[src/rtl/tkcm_pkg.sv]
package tkcm_pkg;

    localparam int PDIG_W = 64;   // pattern register, one 4-bit symbol per nibble
    localparam int PLEN_W = 5;    // pattern length register
    localparam int SYM_W  = 4;
    localparam int LLEN_W = 7;    // line length counters, saturating
    localparam int CNT_W  = 16;   // matched record counter
    localparam int DATA_W = 64;   // APB data bus
    localparam int ADDR_W = 4;    // registers at byte offsets 0 and 8

    localparam logic [SYM_W-1:0] SYM_PLUS = 4'd10;
    localparam logic [SYM_W-1:0] SYM_NONE = 4'd15;

    localparam logic [LLEN_W-1:0] LEN_SAT = 7'd127;
    localparam logic [CNT_W-1:0]  CNT_SAT = 16'hFFFF;

    localparam logic [7:0] CH_ZERO  = 8'h30;
    localparam logic [7:0] CH_NINE  = 8'h39;
    localparam logic [7:0] CH_PLUS  = 8'h2B;
    localparam logic [7:0] CH_SPACE = 8'h20;
    localparam logic [7:0] CH_UP_A  = 8'h41;
    localparam logic [7:0] CH_UP_Z  = 8'h5A;
    localparam logic [7:0] CH_LO_A  = 8'h61;
    localparam logic [7:0] CH_LO_Z  = 8'h7A;

    localparam logic OP_NAME   = 1'b0;
    localparam logic OP_NUMBER = 1'b1;

    localparam logic REG_PATTERN_DIGITS = 1'b0;
    localparam logic REG_PATTERN_LENGTH = 1'b1;

    typedef struct packed {
        logic [PDIG_W-1:0] digits;
        logic [PLEN_W-1:0] eff_len;   // already clipped to the pattern capacity
    } t_cfg;

    // Keypad digit of a name character; anything that is not a digit, a letter
    // or a plus sign gets the symbol that matches nothing.
    function automatic logic [SYM_W-1:0] keypad_symbol(input logic [7:0] c);
        logic [7:0] diff;
        logic [4:0] l;
        logic [SYM_W-1:0] s;
        diff = 8'd0;
        l    = 5'd0;
        s    = SYM_NONE;
        if (c inside {[CH_ZERO:CH_NINE]}) begin
            diff = c - CH_ZERO;
            s    = diff[SYM_W-1:0];
        end else if (c == CH_PLUS) begin
            s = 4'd0;
        end else if (c inside {[CH_UP_A:CH_UP_Z], [CH_LO_A:CH_LO_Z]}) begin
            diff = (c >= CH_LO_A) ? (c - CH_LO_A) : (c - CH_UP_A);
            l    = diff[4:0];
            if (l < 5'd3)       s = 4'd2;
            else if (l < 5'd6)  s = 4'd3;
            else if (l < 5'd9)  s = 4'd4;
            else if (l < 5'd12) s = 4'd5;
            else if (l < 5'd15) s = 4'd6;
            else if (l < 5'd19) s = 4'd7;
            else if (l < 5'd22) s = 4'd8;
            else                s = 4'd9;
        end
        return s;
    endfunction

endpackage

[src/rtl/t9_keypad_contact_matcher_core.sv]
// Keypad contact matcher.
// Contact records arrive on the input channel one character per word: the
// name line (i_op = 0) and then the number line (i_op = 1). A word with
// i_has_char low carries no character and is how an empty line is sent;
// i_last_of_line marks the final word of a line. Name letters are read as
// their phone keypad digits and a shift-and search looks for the pattern in
// the mapped name, the raw number and the number with '+' read as 0.
// Only the last word of a number line produces a result word: record_valid,
// record_matched and the saturating count of matched records. All other
// words update the per-record state and produce nothing.
// The last word of a number line passes through the input register and then
// the result register before its result word appears on the output. One word
// is accepted per cycle while no result word is held by a stalled receiver:
// the search update for one character is a single pass of logic between the
// input register and the state registers.
// When the receiver stalls, the result register holds its word, the input
// register can still take one more word, and words that produce no result
// keep flowing. Reset clears the pattern registers, the per-record state and
// the match counter. The user must write the pattern (APB port, offset 0:
// 64-bit symbols, offset 8: length) with no record in flight; unenforced.
module t9_keypad_contact_matcher_core #(
    parameter int PATTERN_MAX = 16,
    parameter int LINE_MAX    = 100
) (
    input  logic                            i_clk,
    input  logic                            i_rst_n,
    // input words
    input  logic                            i_valid,
    output logic                            o_ready,
    input  logic                            i_op,
    input  logic [7:0]                      i_ch,
    input  logic                            i_has_char,
    input  logic                            i_last_of_line,
    // result words
    output logic                            o_valid,
    input  logic                            i_ready,
    output logic                            o_record_valid,
    output logic                            o_record_matched,
    output logic [tkcm_pkg::CNT_W-1:0]      o_match_count,
    // configuration
    input  logic                            psel,
    input  logic                            penable,
    input  logic                            pwrite,
    input  logic [tkcm_pkg::ADDR_W-1:0]     paddr,
    input  logic [tkcm_pkg::DATA_W-1:0]     pwdata,
    output logic [tkcm_pkg::DATA_W-1:0]     prdata,
    output logic                            pready
);

    tkcm_pkg::t_cfg cfg;

    tkcm_cfg #(.PATTERN_MAX(PATTERN_MAX)) u_cfg (
        .i_clk   (i_clk),
        .i_rst_n (i_rst_n),
        .psel    (psel),
        .penable (penable),
        .pwrite  (pwrite),
        .paddr   (paddr),
        .pwdata  (pwdata),
        .prdata  (prdata),
        .pready  (pready),
        .o_cfg   (cfg)
    );

    // Input register.
    logic       r_in_valid;
    logic       r_op;
    logic [7:0] r_ch;
    logic       r_has_char;
    logic       r_last;

    // Per-record search state and the running count.
    logic [PATTERN_MAX-1:0]          r_name_vec, n_name_vec;
    logic [PATTERN_MAX-1:0]          r_raw_vec, n_raw_vec;
    logic [PATTERN_MAX-1:0]          r_pz_vec, n_pz_vec;
    logic                            r_hit, n_hit;
    logic [tkcm_pkg::LLEN_W-1:0]     r_name_len, n_name_len;
    logic [tkcm_pkg::LLEN_W-1:0]     r_num_len, n_num_len;
    logic                            r_num_bad, n_num_bad;
    logic [tkcm_pkg::CNT_W-1:0]      r_found, n_found;

    // Result register.
    logic                            r_out_valid;
    logic                            r_rec_valid, n_rec_valid;
    logic                            r_rec_matched, n_rec_matched;
    logic [tkcm_pkg::CNT_W-1:0]      r_count;

    logic                            emit;
    logic                            adv;
    logic                            in_acc;

    // Symbols of the current character for the three streams.
    logic [tkcm_pkg::SYM_W-1:0]      sym_name, sym_raw, sym_pz;
    logic [7:0]                      digit_val;
    logic                            is_digit;
    logic                            plus_bad, char_bad;
    logic [PATTERN_MAX-1:0]          adv_name_vec, adv_raw_vec, adv_pz_vec;
    logic                            hit_name, hit_raw, hit_pz;
    logic                            do_name, do_num;

    // A word moves out of the input register unless it produces a result and
    // the result register is still holding an earlier one.
    assign emit    = (r_op == tkcm_pkg::OP_NUMBER) && r_last;
    assign adv     = r_in_valid && (!emit || !r_out_valid || i_ready);
    assign o_ready = !r_in_valid || adv;
    assign in_acc  = i_valid && o_ready;

    always_ff @(posedge i_clk) begin
        if (!i_rst_n) begin
            r_in_valid <= 1'b0;
        end else if (in_acc) begin
            r_in_valid <= 1'b1;
        end else if (adv) begin
            r_in_valid <= 1'b0;
        end
    end

    always_ff @(posedge i_clk) begin
        if (in_acc) begin
            r_op       <= i_op;
            r_ch       <= i_ch;
            r_has_char <= i_has_char;
            r_last     <= i_last_of_line;
        end
    end

    assign is_digit  = (r_ch >= tkcm_pkg::CH_ZERO) && (r_ch <= tkcm_pkg::CH_NINE);
    assign digit_val = r_ch - tkcm_pkg::CH_ZERO;
    assign sym_name  = tkcm_pkg::keypad_symbol(r_ch);

    always_comb begin
        if (is_digit) begin
            sym_raw = digit_val[tkcm_pkg::SYM_W-1:0];
            sym_pz  = digit_val[tkcm_pkg::SYM_W-1:0];
        end else if (r_ch == tkcm_pkg::CH_PLUS) begin
            sym_raw = tkcm_pkg::SYM_PLUS;
            sym_pz  = '0;
        end else begin
            sym_raw = tkcm_pkg::SYM_NONE;
            sym_pz  = tkcm_pkg::SYM_NONE;
        end
    end

    // A plus sign is only allowed as the first character of the number.
    assign plus_bad = (r_ch == tkcm_pkg::CH_PLUS) && (r_num_len != '0);
    assign char_bad = !is_digit && (r_ch != tkcm_pkg::CH_PLUS)
                   && (r_ch != tkcm_pkg::CH_SPACE);

    tkcm_shift_and #(.PATTERN_MAX(PATTERN_MAX)) u_sa_name (
        .i_vec (r_name_vec),
        .i_sym (sym_name),
        .i_cfg (cfg),
        .o_vec (adv_name_vec),
        .o_hit (hit_name)
    );

    tkcm_shift_and #(.PATTERN_MAX(PATTERN_MAX)) u_sa_raw (
        .i_vec (r_raw_vec),
        .i_sym (sym_raw),
        .i_cfg (cfg),
        .o_vec (adv_raw_vec),
        .o_hit (hit_raw)
    );

    tkcm_shift_and #(.PATTERN_MAX(PATTERN_MAX)) u_sa_pz (
        .i_vec (r_pz_vec),
        .i_sym (sym_pz),
        .i_cfg (cfg),
        .o_vec (adv_pz_vec),
        .o_hit (hit_pz)
    );

    assign do_name = r_has_char && (r_op == tkcm_pkg::OP_NAME);
    assign do_num  = r_has_char && (r_op == tkcm_pkg::OP_NUMBER);

    // Next record state including the current character, then the verdict
    // taken from that updated state on the last word of the number line.
    always_comb begin
        n_name_vec = do_name ? adv_name_vec : r_name_vec;
        n_raw_vec  = do_num  ? adv_raw_vec  : r_raw_vec;
        n_pz_vec   = do_num  ? adv_pz_vec   : r_pz_vec;
        n_hit      = r_hit || (do_name && hit_name) || (do_num && (hit_raw || hit_pz));
        n_name_len = (do_name && (r_name_len != tkcm_pkg::LEN_SAT))
                   ? r_name_len + 1'b1 : r_name_len;
        n_num_len  = (do_num && (r_num_len != tkcm_pkg::LEN_SAT))
                   ? r_num_len + 1'b1 : r_num_len;
        n_num_bad  = r_num_bad || (do_num && (plus_bad || char_bad));

        n_rec_valid   = !n_num_bad
                     && (n_name_len <= tkcm_pkg::LLEN_W'(LINE_MAX))
                     && (n_num_len  <= tkcm_pkg::LLEN_W'(LINE_MAX));
        n_rec_matched = n_rec_valid && ((cfg.eff_len == '0) || n_hit);
        n_found       = (emit && n_rec_matched && (r_found != tkcm_pkg::CNT_SAT))
                      ? r_found + 1'b1 : r_found;
    end

    always_ff @(posedge i_clk) begin
        if (!i_rst_n) begin
            r_name_vec <= '0;
            r_raw_vec  <= '0;
            r_pz_vec   <= '0;
            r_hit      <= 1'b0;
            r_name_len <= '0;
            r_num_len  <= '0;
            r_num_bad  <= 1'b0;
            r_found    <= '0;
        end else if (adv) begin
            r_found <= n_found;
            if (emit) begin
                // The record is closed: start the next one from scratch.
                r_name_vec <= '0;
                r_raw_vec  <= '0;
                r_pz_vec   <= '0;
                r_hit      <= 1'b0;
                r_name_len <= '0;
                r_num_len  <= '0;
                r_num_bad  <= 1'b0;
            end else begin
                r_name_vec <= n_name_vec;
                r_raw_vec  <= n_raw_vec;
                r_pz_vec   <= n_pz_vec;
                r_hit      <= n_hit;
                r_name_len <= n_name_len;
                r_num_len  <= n_num_len;
                r_num_bad  <= n_num_bad;
            end
        end
    end

    always_ff @(posedge i_clk) begin
        if (!i_rst_n) begin
            r_out_valid <= 1'b0;
        end else if (adv && emit) begin
            r_out_valid <= 1'b1;
        end else if (i_ready) begin
            r_out_valid <= 1'b0;
        end
    end

    always_ff @(posedge i_clk) begin
        if (adv && emit) begin
            r_rec_valid   <= n_rec_valid;
            r_rec_matched <= n_rec_matched;
            r_count       <= n_found;
        end
    end

    assign o_valid          = r_out_valid;
    assign o_record_valid   = r_rec_valid;
    assign o_record_matched = r_rec_matched;
    assign o_match_count    = r_count;

    // A matched record is always a valid one.
    a_match_implies_valid: assert property (@(posedge i_clk) disable iff (!i_rst_n)
        r_out_valid |-> (!r_rec_matched || r_rec_valid))
        else $error("matched record reported as invalid");

    // The matched record counter never moves backwards.
    a_count_monotonic: assert property (@(posedge i_clk) disable iff (!i_rst_n)
        $past(i_rst_n) |-> (r_found >= $past(r_found)))
        else $error("match counter decreased");

    // A word held in the input register is not dropped while it waits.
    a_input_held: assert property (@(posedge i_clk) disable iff (!i_rst_n)
        (r_in_valid && !adv) |=> r_in_valid)
        else $error("stalled input word lost");

    // Closing a record clears its hit and error flags and both line lengths.
    a_record_cleared: assert property (@(posedge i_clk) disable iff (!i_rst_n)
        (adv && emit) |=> (!r_hit && !r_num_bad && (r_name_len == '0)
                           && (r_num_len == '0)))
        else $error("record state not cleared after result");

endmodule

[src/rtl/tkcm_cfg.sv]
module tkcm_cfg #(
    parameter int PATTERN_MAX = 16
) (
    input  logic                             i_clk,
    input  logic                             i_rst_n,
    input  logic                             psel,
    input  logic                             penable,
    input  logic                             pwrite,
    input  logic [tkcm_pkg::ADDR_W-1:0]      paddr,
    input  logic [tkcm_pkg::DATA_W-1:0]      pwdata,
    output logic [tkcm_pkg::DATA_W-1:0]      prdata,
    output logic                             pready,
    output tkcm_pkg::t_cfg                   o_cfg
);

    logic [tkcm_pkg::PDIG_W-1:0] r_digits;
    logic [tkcm_pkg::PLEN_W-1:0] r_length;
    logic                        wr_en;
    logic                        reg_sel;

    assign pready  = 1'b1;
    assign wr_en   = psel && penable && pwrite;
    // Registers sit on 8-byte boundaries; the offset within a word is ignored.
    assign reg_sel = paddr[3];

    always_ff @(posedge i_clk) begin
        if (!i_rst_n) begin
            r_digits <= '0;
            r_length <= '0;
        end else if (wr_en) begin
            if (reg_sel == tkcm_pkg::REG_PATTERN_DIGITS) begin
                r_digits <= pwdata[tkcm_pkg::PDIG_W-1:0];
            end else begin
                r_length <= pwdata[tkcm_pkg::PLEN_W-1:0];
            end
        end
    end

    always_comb begin
        case (reg_sel)
            tkcm_pkg::REG_PATTERN_DIGITS: prdata = r_digits;
            tkcm_pkg::REG_PATTERN_LENGTH:
                prdata = {{(tkcm_pkg::DATA_W-tkcm_pkg::PLEN_W){1'b0}}, r_length};
            default: prdata = '0;
        endcase
    end

    // A length beyond the pattern capacity behaves as the full capacity.
    assign o_cfg.digits  = r_digits;
    assign o_cfg.eff_len = (r_length > tkcm_pkg::PLEN_W'(PATTERN_MAX))
                         ? tkcm_pkg::PLEN_W'(PATTERN_MAX) : r_length;

endmodule

[src/rtl/tkcm_shift_and.sv]
module tkcm_shift_and #(
    parameter int PATTERN_MAX = 16
) (
    input  logic [PATTERN_MAX-1:0]        i_vec,
    input  logic [tkcm_pkg::SYM_W-1:0]    i_sym,
    input  tkcm_pkg::t_cfg                i_cfg,
    output logic [PATTERN_MAX-1:0]        o_vec,
    output logic                          o_hit
);

    logic [PATTERN_MAX-1:0] mask;
    logic [PATTERN_MAX:0]   shifted;

    // One bit per pattern position: set where the symbol equals that position.
    always_comb begin
        for (int k = 0; k < PATTERN_MAX; k++) begin
            mask[k] = (i_sym != tkcm_pkg::SYM_NONE)
                   && (i_cfg.digits[4*k +: 4] == i_sym)
                   && (k < int'(i_cfg.eff_len));
        end
    end

    assign shifted = {i_vec, 1'b1};
    assign o_vec   = shifted[PATTERN_MAX-1:0] & mask;

    always_comb begin
        o_hit = 1'b0;
        for (int k = 0; k < PATTERN_MAX; k++) begin
            if (o_vec[k] && (int'(i_cfg.eff_len) == k + 1)) o_hit = 1'b1;
        end
    end

endmodule
[config.mk]
export PLATFORM = sky130hd
export DESIGN_NAME = t9_keypad_contact_matcher_core
export DESIGN_NICKNAME = d
export VERILOG_FILES = /design/src/rtl/tkcm_pkg.sv /design/src/rtl/t9_keypad_contact_matcher_core.sv /design/src/rtl/tkcm_cfg.sv /design/src/rtl/tkcm_shift_and.sv
export SDC_FILE = /design/constraint.sdc
export NUM_CORES = 1
export LEC_CHECK = 0
export BUFFER_PORTS_ARGS = -buffer_cell sky130_fd_sc_hd__buf_2
export CAP_MARGIN = 5
export CORE_ASPECT_RATIO = 1.2
export CORE_MARGIN = 2
export CORE_UTILIZATION = 50
export DETAILED_ROUTE_END_ITERATION = 16
export GPL_TIMING_DRIVEN = 0
export PLACE_DENSITY = 0.74
export SYNTH_ARGS = -nofsm -noshare
export SYNTH_HDL_FRONTEND = slang
export SYNTH_SLANG_ARGS = --single-unit
export TNS_END_PERCENT = 5
[constraint.sdc]
create_clock -name i_clk -period 3.79 [get_ports i_clk]
set_clock_uncertainty 0.1 [all_clocks]
set_input_delay 0.379 -clock i_clk [delete_from_list [all_inputs] [get_ports i_clk]]
set_output_delay 0.379 -clock i_clk [all_outputs]
set_load 0.02 [all_outputs]
==> results_dict.tcl <==
set metrics [dict create \
    power_density_nw_per_um2 316 \
    synth.top_cell.area_share_pct 25.7 \
    syn_inst 1483 \
    ir_drop_uv 299 \
    top_layer_used "met4" \
    dr_wl_met3_um 4190 \
    drt_pass1_iterations 7 \
    start_util_pct 51.2 \
    relSlewSlack_pct 14.3 \
    synthesis.nets 1577 \
    min-delay-start "i_ch[6]" \
    rows 60 \
    worst_pin_slew_ns 1.27 \
    leakagePower_nw 5.46 \
    cap_viol_max_count 0 \
    dr_wl_met2_um 21400 \
    final.fill_count 1993 \
    routed_wl_um 47100 \
    dp_hpwl_um 34100 \
    cp.arrival_ns 4.39 \
    timing.rr.start "r_ch[1]" \
    maxSlewViolCount 0 \
    wl_per_cell_um 23.3 \
    min_period_over_period_pct 113 \
    drive_above_1_share_pct 23.3 \
    multi_input_area_um2 7740 \
    detail_route.iter0.violations 1574 \
    grt.total_usage_pct 38.5 \
    postPlaceCellArea_um2 12900 \
    final_common_cell "nand2_1" \
    path_class "reg -> reg" \
    fin_cells 2017 \
    wl_met1_um 17800 \
    synth_seq_cells 177 \
    cts_buffers 17 \
    nets 1818 \
    numPortBuffers 166 \
    layout_common_cells "218 x nand2_1, 172 x buf_2, 148 x dfxtp_1" \
    via_count 12617 \
    syn_to_final_growth_pct 27.0 \
    grt_overflow 0 \
    synthArstFlopShare_pct 0 \
    timing.fmax_mhz 234 \
    die_h_um 170 \
    vias_per_cell 6.26 \
    cts_tree "yes" \
    r2r_setup_slack_ns -0.48 \
    layout_min_cycle_time_ns 4.27 \
    path_max_fanout 10 \
    holdWs_ns -0.00774 \
    die_area_um2 24300 \
    ys_top_cells_by_area "dfxtp_1 26%, edfxtp_1 7.6%, nand2_1 7.2%, xnor2_1 6.6%, a21oi_1 5.0%" \
    status "finished, violations left" \
    violations "negative hold slack, negative setup slack" \
    synth_area_leader_cell "dfxtp_1" \
    rr_worst_depth 20 \
    holdPathEnd "r_ch[6]" \
    grt_pass1_vias 11960 \
    drc 0 \
    boundaryPins 171 \
    coreArea_um2 22500 \
    clk_latency_ns 0.47 \
    cts_sinks 177 \
    ys_seq_area_share_pct 33.2 \
    whs_path_depth 1 \
    clock_path_buffers 2 \
    finalHoldViolCount 8 \
    ys_warn_count 0 \
    rr_endpoint "o_record_matched" \
    worst_setup_path_end_kind "register" \
    synth-edff-count 29 \
    worst_setup_path_start_kind "register" \
    layout_setup_ws_ns -0.477 \
    root_buffer "clkbuf_16" \
    grt_max_degree 23 \
    ant_nets 0 \
    hold_buffers 0 \
    die_x_um 143 \
    ys.flop_type "dfxtp_1" \
    rsz0062_at_grt "yes" \
    ys_types 86 \
    avgSynthCellArea_um2 7.78 \
    setup_viol 34 \
    placedCellCount 1929 \
    crit_required_ns 3.91 \
    pre_cts_ws_ns -1.75 \
    clk_pin_slew_ns 0.08 \
    antenna_found_initial 0 \
    grt_first_pass_wirelength_um 70500 \
    cts_htree_levels 4 \
    stdcell_area_um2 14600 \
    hold_class "in -> reg" \
    p_total_mw 4.63 \
    gp_congestion 0.988 \
    synth_area_um2 11500 \
    regArea_um2 3830 \
]
## synth_stat cells (5+ instances only)
cell	instances
nand4_1	33
dfxtp_1	148
o21ai_0	44
a22oi_1	21
buf_2	17
nor2_1	118
nor3b_1	8
o211ai_1	7
edfxtp_1	29
nor3_1	33
xnor2_1	87
mux2i_1	24
xor2_1	43
or3_1	11
nor2b_1	59
nand3_1	60
and3_1	26
a311oi_1	6
ha_1	8
a31oi_1	20
a2111oi_0	5
nor4b_1	10
buf_4	6
inv_1	26
and2_1	10
o2111ai_1	7
nand2_1	220
or2_2	5
buf_1	8
clkbuf_1	86
nor4_1	12
mux2_2	13
a21oi_1	115
a211oi_1	11
nand4b_1	7
a32oi_1	15
o311ai_0	5
nand2b_1	26
## cells by family after synthesis
family                   Yosys count  synth area share (%)
AO/OA/AOI/OAI                    318                  18.6
XOR/XNOR                         130                  9.87
adder cells (fa/ha/maj)            8                 0.868
buffers and inverters            146                  5.26
flip-flops                       177                  33.2
multiplexers                      37                  3.35
other                              1                0.0325
AND/OR/NAND/NOR                  666                  28.8
## worst max-delay path, stage by stage, from the launching register on
cell	delay, ns
edfxtp_1	0.38
buf_6	0.12
buf_12	0.10
inv_8	0.03
ha_4	0.17
buf_6	0.12
nor2b_1	0.21
a2111oi_4	0.08
or3_1	0.40
buf_6	0.15
a211oi_4	0.33
nor2_4	0.07
buf_4	0.15
buf_4	0.15
buf_4	0.21
xnor2_1	0.15
nand2_1	0.15
nor4b_4	0.08
a31oi_1	0.29
nand4b_1	0.29
o21ba_2	0.29
## cell type report
type                            instances  share of cell area (%)
Clock buffer                           17                    2.91
Multi-Input combinational cell       1160                    52.8
Inverter                               27                   0.761
Antenna cell                            1                  0.0171
Tap cell                              279                    2.38
Sequential cell                       177                    26.2
Timing Repair Buffer                  225                    9.31
Clock inverter                         15                    1.46
Buffer                                116                    4.14
## what timing repair did
| action | CTS | global route |
|---|---|---|
| setup endpoints to repair | 68 | 39 |
| gates resized for setup | 120 | 29 |
| pin swaps | 47 | 28 |
| endpoints found under the hold margin | 0 | 0 |
| cloned | 3 | 0 |
| buffers inserted | 46 | 10 |
## worst max-delay path by stage
stage / from / to / slack [ns] / cells after the start
after detailed placement: r_ch[1] / o_match_count[12] / -1.75 / 17
after global routing: r_ch[1] / o_match_count[9] / -0.58 / 22
after CTS: r_ch[1] / o_record_matched / -0.41 / 17
after global placement: r_ch[1] / o_match_count[12] / -1.77 / 17
after floorplan: r_ch[1] / o_match_count[12] / -0.15 / 17
final: r_ch[1] / o_record_matched / -0.48 / 20
## sequential cells by signal (all words and copies together) (netlist names), 7 cells and up
register,cells
o_match_count,16
r_ch,8
r_found,16
r_name_len,7
r_name_vec,15
r_num_len,7
r_pz_vec,15
r_raw_vec,15
u_cfg.r_digits,64
## power breakdown
part / leakage, nW / internal (mW) / switching [mW]
Combinational: 3.71 / 0.264 / 0.455
Clock: 0.304 / 0.920 / 1.02
Sequential: 1.45 / 1.93 / 0.0370
## through the flow
step	utilization [%]	setup TNS (ns)
after floorplan	-	-0.796
after global placement	57.2	-65.15
after detailed placement	57.2	-62.49
after CTS	64.2	-8.83
after global routing	65.0	-16.45
final	65.0	-11.86
## layer usage
metal | GRT usage (%) | vias up
met5 | 0 | -
met4 | 25.3 | 0
met3 | 5.94 | 226
met2 | 63.2 | 797
met1 | 46.7 | 5834
li1 | - | 5760
Power figures use the tool's default switching activity.
